$ cat src/ddh_pkg.sv
// ----------------------------------------------------------------------------
// Delay-Doppler histogram package
// Shared types and constants for the histogram front end and binning engine.
// ----------------------------------------------------------------------------
package ddh_pkg;

	localparam int MaxPixels = 65536;
	localparam int MaxDim    = 256;
	localparam int PixAw     = $clog2(MaxPixels);
	localparam int PixCntW   = PixAw + 1;
	localparam int BinAw     = $clog2(MaxDim * MaxDim);
	localparam int DimW      = $clog2(MaxDim) + 1;
	localparam int QDepth    = 4;
	localparam int QAw       = $clog2(QDepth);

	localparam logic [1:0] KIND_LOAD    = 2'd0;
	localparam logic [1:0] KIND_COMPUTE = 2'd1;
	localparam logic [1:0] KIND_READ    = 2'd2;
	localparam logic [1:0] KIND_NONE    = 2'd3;

	localparam logic CFG_WIDTH  = 1'b0;
	localparam logic CFG_HEIGHT = 1'b1;

	typedef enum logic [1:0] {
		OP_LOAD,
		OP_COMPUTE,
		OP_READ
	} op_t;

	typedef struct packed {
		op_t         op;
		logic [15:0] vel;
		logic [15:0] wgt;
		logic [15:0] dep;
	} cmd_t;

	typedef enum logic [2:0] {
		ST_IDLE,
		ST_CLEAR,
		ST_BIN,
		ST_DRAIN,
		ST_STATUS,
		ST_READ,
		ST_OUT
	} eng_state_t;

	typedef enum logic [2:0] {
		PH_FETCH,
		PH_START,
		PH_WAIT,
		PH_RDBIN,
		PH_WRITE
	} bin_ph_t;

	function automatic logic [DimW-1:0] dim_sat(input logic [8:0] r);
		logic [DimW-1:0] res;
		if (r == 9'd0) begin
			res = DimW'(1);
		end else if (32'(r) > MaxDim) begin
			res = DimW'(MaxDim);
		end else begin
			res = DimW'(r);
		end
		return res;
	endfunction

endpackage

$ cat src/ddh_front.sv
// ----------------------------------------------------------------------------
// Delay-Doppler histogram front end
// Accepts items, classifies them and queues commands for the engine.
// ----------------------------------------------------------------------------
module ddh_front (
	input  logic                 clk,
	input  logic                 arst_n,
	input  logic                 in_valid,
	output logic                 in_stall,
	input  logic [1:0]           kind,
	input  logic [15:0]          radial_velocity,
	input  logic [15:0]          scattering,
	input  logic [15:0]          depth,
	output logic                 cmd_valid,
	input  logic                 cmd_take,
	output ddh_pkg::cmd_t        cmd,
	output logic                 empty
);
	localparam int QA = ddh_pkg::QAw;

	ddh_pkg::cmd_t  q_mem [ddh_pkg::QDepth];
	logic [QA-1:0]  wr_q;
	logic [QA-1:0]  rd_q;
	logic [QA:0]    cnt_q;
	logic           push;
	logic           pop;
	logic           known;
	ddh_pkg::cmd_t  new_cmd;

	assign in_stall = (cnt_q == (QA+1)'(ddh_pkg::QDepth));
	assign known    = (kind == ddh_pkg::KIND_LOAD) || (kind == ddh_pkg::KIND_COMPUTE)
	                  || (kind == ddh_pkg::KIND_READ);
	assign push     = in_valid && !in_stall && known;
	assign pop      = cmd_valid && cmd_take;
	assign cmd_valid = (cnt_q != '0);
	assign cmd      = q_mem[rd_q];
	assign empty    = (cnt_q == '0);

	always_comb begin
		new_cmd.vel = radial_velocity;
		new_cmd.wgt = scattering;
		new_cmd.dep = depth;
		case (kind)
			ddh_pkg::KIND_LOAD:    new_cmd.op = ddh_pkg::OP_LOAD;
			ddh_pkg::KIND_COMPUTE: new_cmd.op = ddh_pkg::OP_COMPUTE;
			default:               new_cmd.op = ddh_pkg::OP_READ;
		endcase
	end

	always_ff @(posedge clk) begin
		if (push) begin
			q_mem[wr_q] <= new_cmd;
		end
	end

	always_ff @(posedge clk or negedge arst_n) begin
		if (!arst_n) begin
			wr_q  <= '0;
			rd_q  <= '0;
			cnt_q <= '0;
		end else begin
			if (push) wr_q <= wr_q + QA'(1);
			if (pop)  rd_q <= rd_q + QA'(1);
			cnt_q <= cnt_q + (QA+1)'(push) - (QA+1)'(pop);
		end
	end

endmodule

$ cat config.mk
export PLATFORM = sky130hd
export DESIGN_NAME = ddh_front
export DESIGN_NICKNAME = d
export VERILOG_FILES = /design/src/ddh_pkg.sv /design/src/ddh_front.sv
export SDC_FILE = /design/constraint.sdc
export NUM_CORES = 1
export LEC_CHECK = 0
export ABC_AREA = 0
export BUFFER_PORTS_ARGS = -buffer_cell sky130_fd_sc_hd__buf_2
export CORE_AREA = 2 2 127 129
export CTS_CLUSTER_SIZE = 24
export DETAILED_ROUTE_END_ITERATION = 16
export DIE_AREA = 0 0 129 131
export HOLD_SLACK_MARGIN = 0.05
export PLACE_DENSITY = 0.76
export SETUP_SLACK_MARGIN = 0.4
export SKIP_LAST_GASP = 1
export SYNTH_ARGS = -nofsm -noshare
export SYNTH_HDL_FRONTEND = slang
export SYNTH_SLANG_ARGS = --single-unit
$ cat constraint.sdc
create_clock -name clk -period 2.5 [get_ports clk]
set_clock_uncertainty 0.05 [all_clocks]
set_input_delay 0 -clock clk [delete_from_list [all_inputs] [get_ports clk]]
set_output_delay 0 -clock clk [all_outputs]
set_load 0.02 [all_outputs]
-- Word-level counts from Yosys, hierarchy flattened
Memories as Yosys holds them, arrays and structs flattened.
Index checks and enable logic that the tools add are counted.
- flip-flop bits (word level): 7
- bits in writable memories: 200
- input bits: 54
- word-level logic and storage cells: 23
- memories: 1
- memory list (memory ; depth ; width ; read ports ; clocked after memory_dff ; write ports ; line ; text):
    q_mem ; 4 ; 50 ; 1 ; 0 ; 1 ; ddh_front.sv:21 ; ddh_pkg::cmd_t q_mem [ddh_pkg::QDepth];
- $add $sub $neg: 4
- eq/ne operators: 3
- multiplexer cells: 3
- reduce and logical (&&, ||, !) cells: 9
- operator list (operator ; number):
    $add A2 B1 Y2 const B ; 2
    $pmux W2 S2 ; 1
    $add A3 B1 Y3 ; 1
    $eq A3 B3 Y1 const B ; 1
    $logic_and A1 B1 Y1 ; 3
    $logic_not A3 Y1 ; 1
    $reduce_bool A3 Y1 ; 1
    $sub A3 B1 Y3 ; 1
    $eq A2 B1 Y1 const B ; 1
    $eq A2 B2 Y1 const B ; 1
    $logic_not A2 Y1 ; 1
    $logic_or A1 B1 Y1 ; 2
    $mux W1 ; 2
    $logic_not A1 Y1 ; 1

-- Longest topological paths before layout
- word-level depth: 6
- depth in mapped cells: 10
- depth with buffers taken out: 10

-- Least setup slack after synthesis
OpenSTA, ideal clock, no wires.
- kind: reg2reg
- start point: register cnt_q[2]
- end point: memory q_mem[2][0] (netlist name) (enable)
- data arrival time: 2091 ps
- required time: 2037 ps
- slack: -54 ps
- cell stages (with the launch flop): 4
- buffers on the path: 0
- period minus slack after synthesis: 2554 ps
- path through: dfrtp_1 nor3b_4 a211oi_4 and2_1
- cells in the longest elaborated chain, start to end: 6
- ends and longest elaborated chain (element ; line ; text):
    from (decl) ; ddh_front.sv:24 ; logic [QA:0] cnt_q;
    from (signal assigned) ; ddh_front.sv:64 ; cnt_q <= cnt_q + (QA+1)'(push) - (QA+1)'(pop);
    $eq A3 B3 Y1 ; ddh_front.sv:30 ; assign in_stall = (cnt_q == (QA+1)'(ddh_pkg::QDepth));
    named net in_stall ; ddh_front.sv:9 ; output logic in_stall,
    $logic_not A1 Y1 ; ddh_front.sv:33 ; assign push = in_valid && !in_stall && known;
    $logic_and A1 B1 Y1 (2 in a row) ; ddh_front.sv:33 ;
    $mux W1 ; ddh_front.sv:51 ; if (push) begin
    $mux W1 (implied by the code) ; ddh_front.sv:52 ; q_mem[wr_q] <= new_cmd;
    to (decl) ; ddh_front.sv:21 ;
The timed path passes the listed nets, and every way through them passes these cells.

-- Worst setup path in the final report
- start point: register cnt_q[2]
- end point: register cnt_q[2]
- cells in the longest elaborated chain, start to end: 6
- ends and longest elaborated chain (element ; line):
    $eq A3 B3 Y1 ; ddh_front.sv:30
    $logic_not A1 Y1 ; ddh_front.sv:33
    $logic_and A1 B1 Y1 (2 in a row) ; ddh_front.sv:33
    $add A3 B1 Y3 ; ddh_front.sv:64
    $sub A3 B1 Y3 * ; ddh_front.sv:64
Every way passes the cells marked *; elsewhere a longest branch is shown, timed or not.
A chain may end at the register's enable or synchronous reset.

==> results.md <==
* Fill count at 1056
* PwrDens at 1160 nW/um2
* Ant diodes at 0
* Final core occ at 0.633
* Status: finished clean
* Max Cap Viol at 0
* Leak at 3.50 nW
* Post-synth EDFFs at 200
* Setup_tns at 0 ps
* Most common cell in the synthesized netlist: edfxtp_1
* CTS Buffer Depth at 3
* YS warnings at 0
* Distinct cells, synth at 21
* Peak Freq at 465 MHz
* CTS tree: yes
* CTS H-tree depth at 1
* Layout cells sized above 1 at 0.430
* Synth Register Bits at 207
* Logic gate share of total power at 0.316
* Initial antenna violation count at 0
* Vias in the first global route at 3895
* Critical Path AT at 2470 ps
* Worst-path cell chain: nor3b_4 -> a211oi_4 -> inv_1 -> ha_1 -> inv_1 -> ha_1 -> inv_1 -> fa_2 -> xnor2_2 -> xnor2_1
* Fin. Hold Viols at 0
* Min-delay worst type: in -> reg
* Ys flop type: edfxtp_1
* Die width at 129 um
* Final WL at 13500 um
* Most frequent cells after synthesis: 200 x edfxtp_1, 48 x mux4_2, 8 x inv_1
* Cell mode on critical path: inv_1
* Post-Syn Area at 7730 um2
* Syn_nets at 362
* I/O pin cnt at 107
* Crit Path Class: reg -> reg
* Slowest stage delay, CP at 430 ps
* Routed Antenna Nets at 0
* Final min period at 2150 ps
* Die Area at 16900 um2
* Die Ht at 131 um
* Starting DRC count in detailed routing at 166
* Vias per std cell at 5.04
* Core area at 15600 um2
* Sequential area share after synthesis at 0.800
* Clock Tree Root: clkbuf_16
* Synth top area cells: edfxtp_1 78%, mux4_2 14%, dfrtp_1 2.3%, buf_12 1.3%, ha_1 0.97%
* GRT Total Usage at 0.160
* Post-synth top area share at 0.777
* RSZ-0062 raised after global routing: true
* NumNets Final at 554
* Num rows at 46
* Starting Density at 0.495
* Sink Count at 207
* Int Pwr at 8.04 mW
* Layout area overhead at 27.8%
* Area leader, netlist: edfxtp_1
* DP HPWL at 7770 um
* Req. time, crit path at 2820 ps
* GPL Wtd Cong at 0.719
* Clock Power Share at 0.274
* Period utilization at 0.861
* Syn Inst Count at 301
* Setup crit start kind: register
* CP max stage cell: dfrtp_2
* Port buffer count at 106
* Largest net degree at the start of global routing at 30
* Share of power burned in registers at 0.410
* Clk slew on worst S/H paths at 60 ps
* Final Max Tran Viols at 0
* Grt ovf at 0
* Slew HR at 0.695
* Residual DRC count at 0
* Slew @ Worst Pin at 458 ps
* Net Sw Frac at 0.297
* Ys async rst share at 0.0338
* CP endpoint kind: register
* Clk_lat worst skew at 490 ps
* Cts bufs inserted at 21
* Endpoints failing setup at 0
* First-pass GRT wire length at 20300 um
* Critical-path maximum fanout at 4
* Routed len/inst at 18.7 um
* VDD IR max at 735 uV
* Syn avg cell area at 25.7 um2
* DR vias at 3645
* Psw at 3.39 mW
* 1st-pass router iterations at 4
==> power groups by stage <==
stage | sequential (mW) | clock, mW | combinational, mW
4_1_cts | 4.69 | 3.21 | 3.59
6_report | 4.68 | 3.13 | 3.61
5_1_grt | 4.74 | 3.34 | 3.88
3_5_place_dp | 4.86 | 0 | 3.28
3_3_place_gp | 4.81 | 0 | 3.25
2_1_floorplan | 4.61 | 0 | 2.58
==> through the flow <==
| stage | area, um2 | setup WS [ps] | cells | total power [mW] | hold WS (ps) |
|---|---|---|---|---|---|
| final | 9880 | 347 | 723 | 11.4 | 213 |
| after CTS | 9840 | 344 | 721 | 11.5 | 192 |
| after detailed placement | 8520 | 328 | 624 | 8.14 | -206 |
| after global placement | 8520 | 383 | 624 | 8.06 | -217 |
| after global routing | 9880 | 238 | 723 | 12.0 | 207 |
| after floorplan | 7730 | 310 | 301 | 7.19 | -346 |
==> kinds of logic after synthesis <==
| logic type | share of synthesized area |
|---|---|
| flops | 0.800 |
| xor+xnor | 0.00567 |
| mux | 0.148 |
| fa+ha+maj | 0.0123 |
| buf+inv | 0.0225 |
| simple gates | 0.00777 |
| compound gates | 0.00372 |
==> path summary, 6_finish.rpt <==
check / depth (start not counted) / slack (ps) / to / startpoint
min in group asynchronous: 3 / 400 / cnt_q[1]$_DFF_PN0_ / arst_n
max in group asynchronous: 3 / 1700 / rd_q[0]$_DFFE_PN0P_ / arst_n
worst max-delay path: 10 / 350 / cnt_q[2]$_DFF_PN0_ / cnt_q[2]$_DFF_PN0_
worst min register to register: 1 / 530 / cnt_q[2]$_DFF_PN0_ / cnt_q[1]$_DFF_PN0_
worst min-delay path: 2 / 210 / q_mem[2][32]$_DFFE_PP_ / radial_velocity[0]
worst max register to register: 10 / 350 / cnt_q[2]$_DFF_PN0_ / cnt_q[2]$_DFF_PN0_
==> registers in the layout, summed over array words and instances (netlist names) <==
| signal | count |
|---|---|
| cnt_q | 3 |
| wr_q | 2 |
| q_mem | 200 |
| rd_q | 2 |
==> metal layers <==
layer  vias up  track usage  part of all wire
li1       1657            -                 -
met3        21       0.0342             0.056
met1      1862        0.223              0.44
met5         -            0                 0
met4         0       0.0454             0.016
met2       105        0.260              0.49
==> worst max-delay path, delay by kind of cell, from the launching register on <==
kind,cells,cell delay (ps)
compound gates,1,160
xor+xnor,2,290
fa+ha+maj,3,770
buf+inv,3,180
flops,1,430
simple gates,1,170
==> layout make-up <==
type,instances,area (um2),share of cell area
clock buffers,23,533,0.0540
inverters,8,30.0,0.00304
clock inverters,14,166,0.0168
multi-input cells,73,1390,0.140
well taps,216,270,0.0274
flip-flops and latches,207,6190,0.627
repair buffers,182,1300,0.131
==> timing repair <==
| item | CTS | global route |
|---|---|---|
| pin swaps | 2 | 2 |
| hold buffers | 54 | 0 |
| endpoints found under the hold margin | 211 | 0 |
| gates resized for setup | 3 | 2 |
| gates cloned | 0 | 1 |
| buffers inserted | 6 | 1 |
| setup endpoints to repair | 34 | 8 |
==> placed cells by master, fill, tap and decap left out, types with 2 or more instances in the layout <==
cell type	count
edfxtp_1	200
buf_2	106
dlygate4sd3_1	54
mux4_2	48
clkbuf_16	22
buf_4	17
inv_1	8
ha_1	6
clkinv_1	6
and2_2	4
bufinv_16	4
xnor2_1	3
clkinv_2	3
dfrtp_1	3
buf_12	3
mux4_1	2
clkbuf_1	2
dfrtp_2	2
dfrtp_4	2
(Power assumes the default switching activity.)
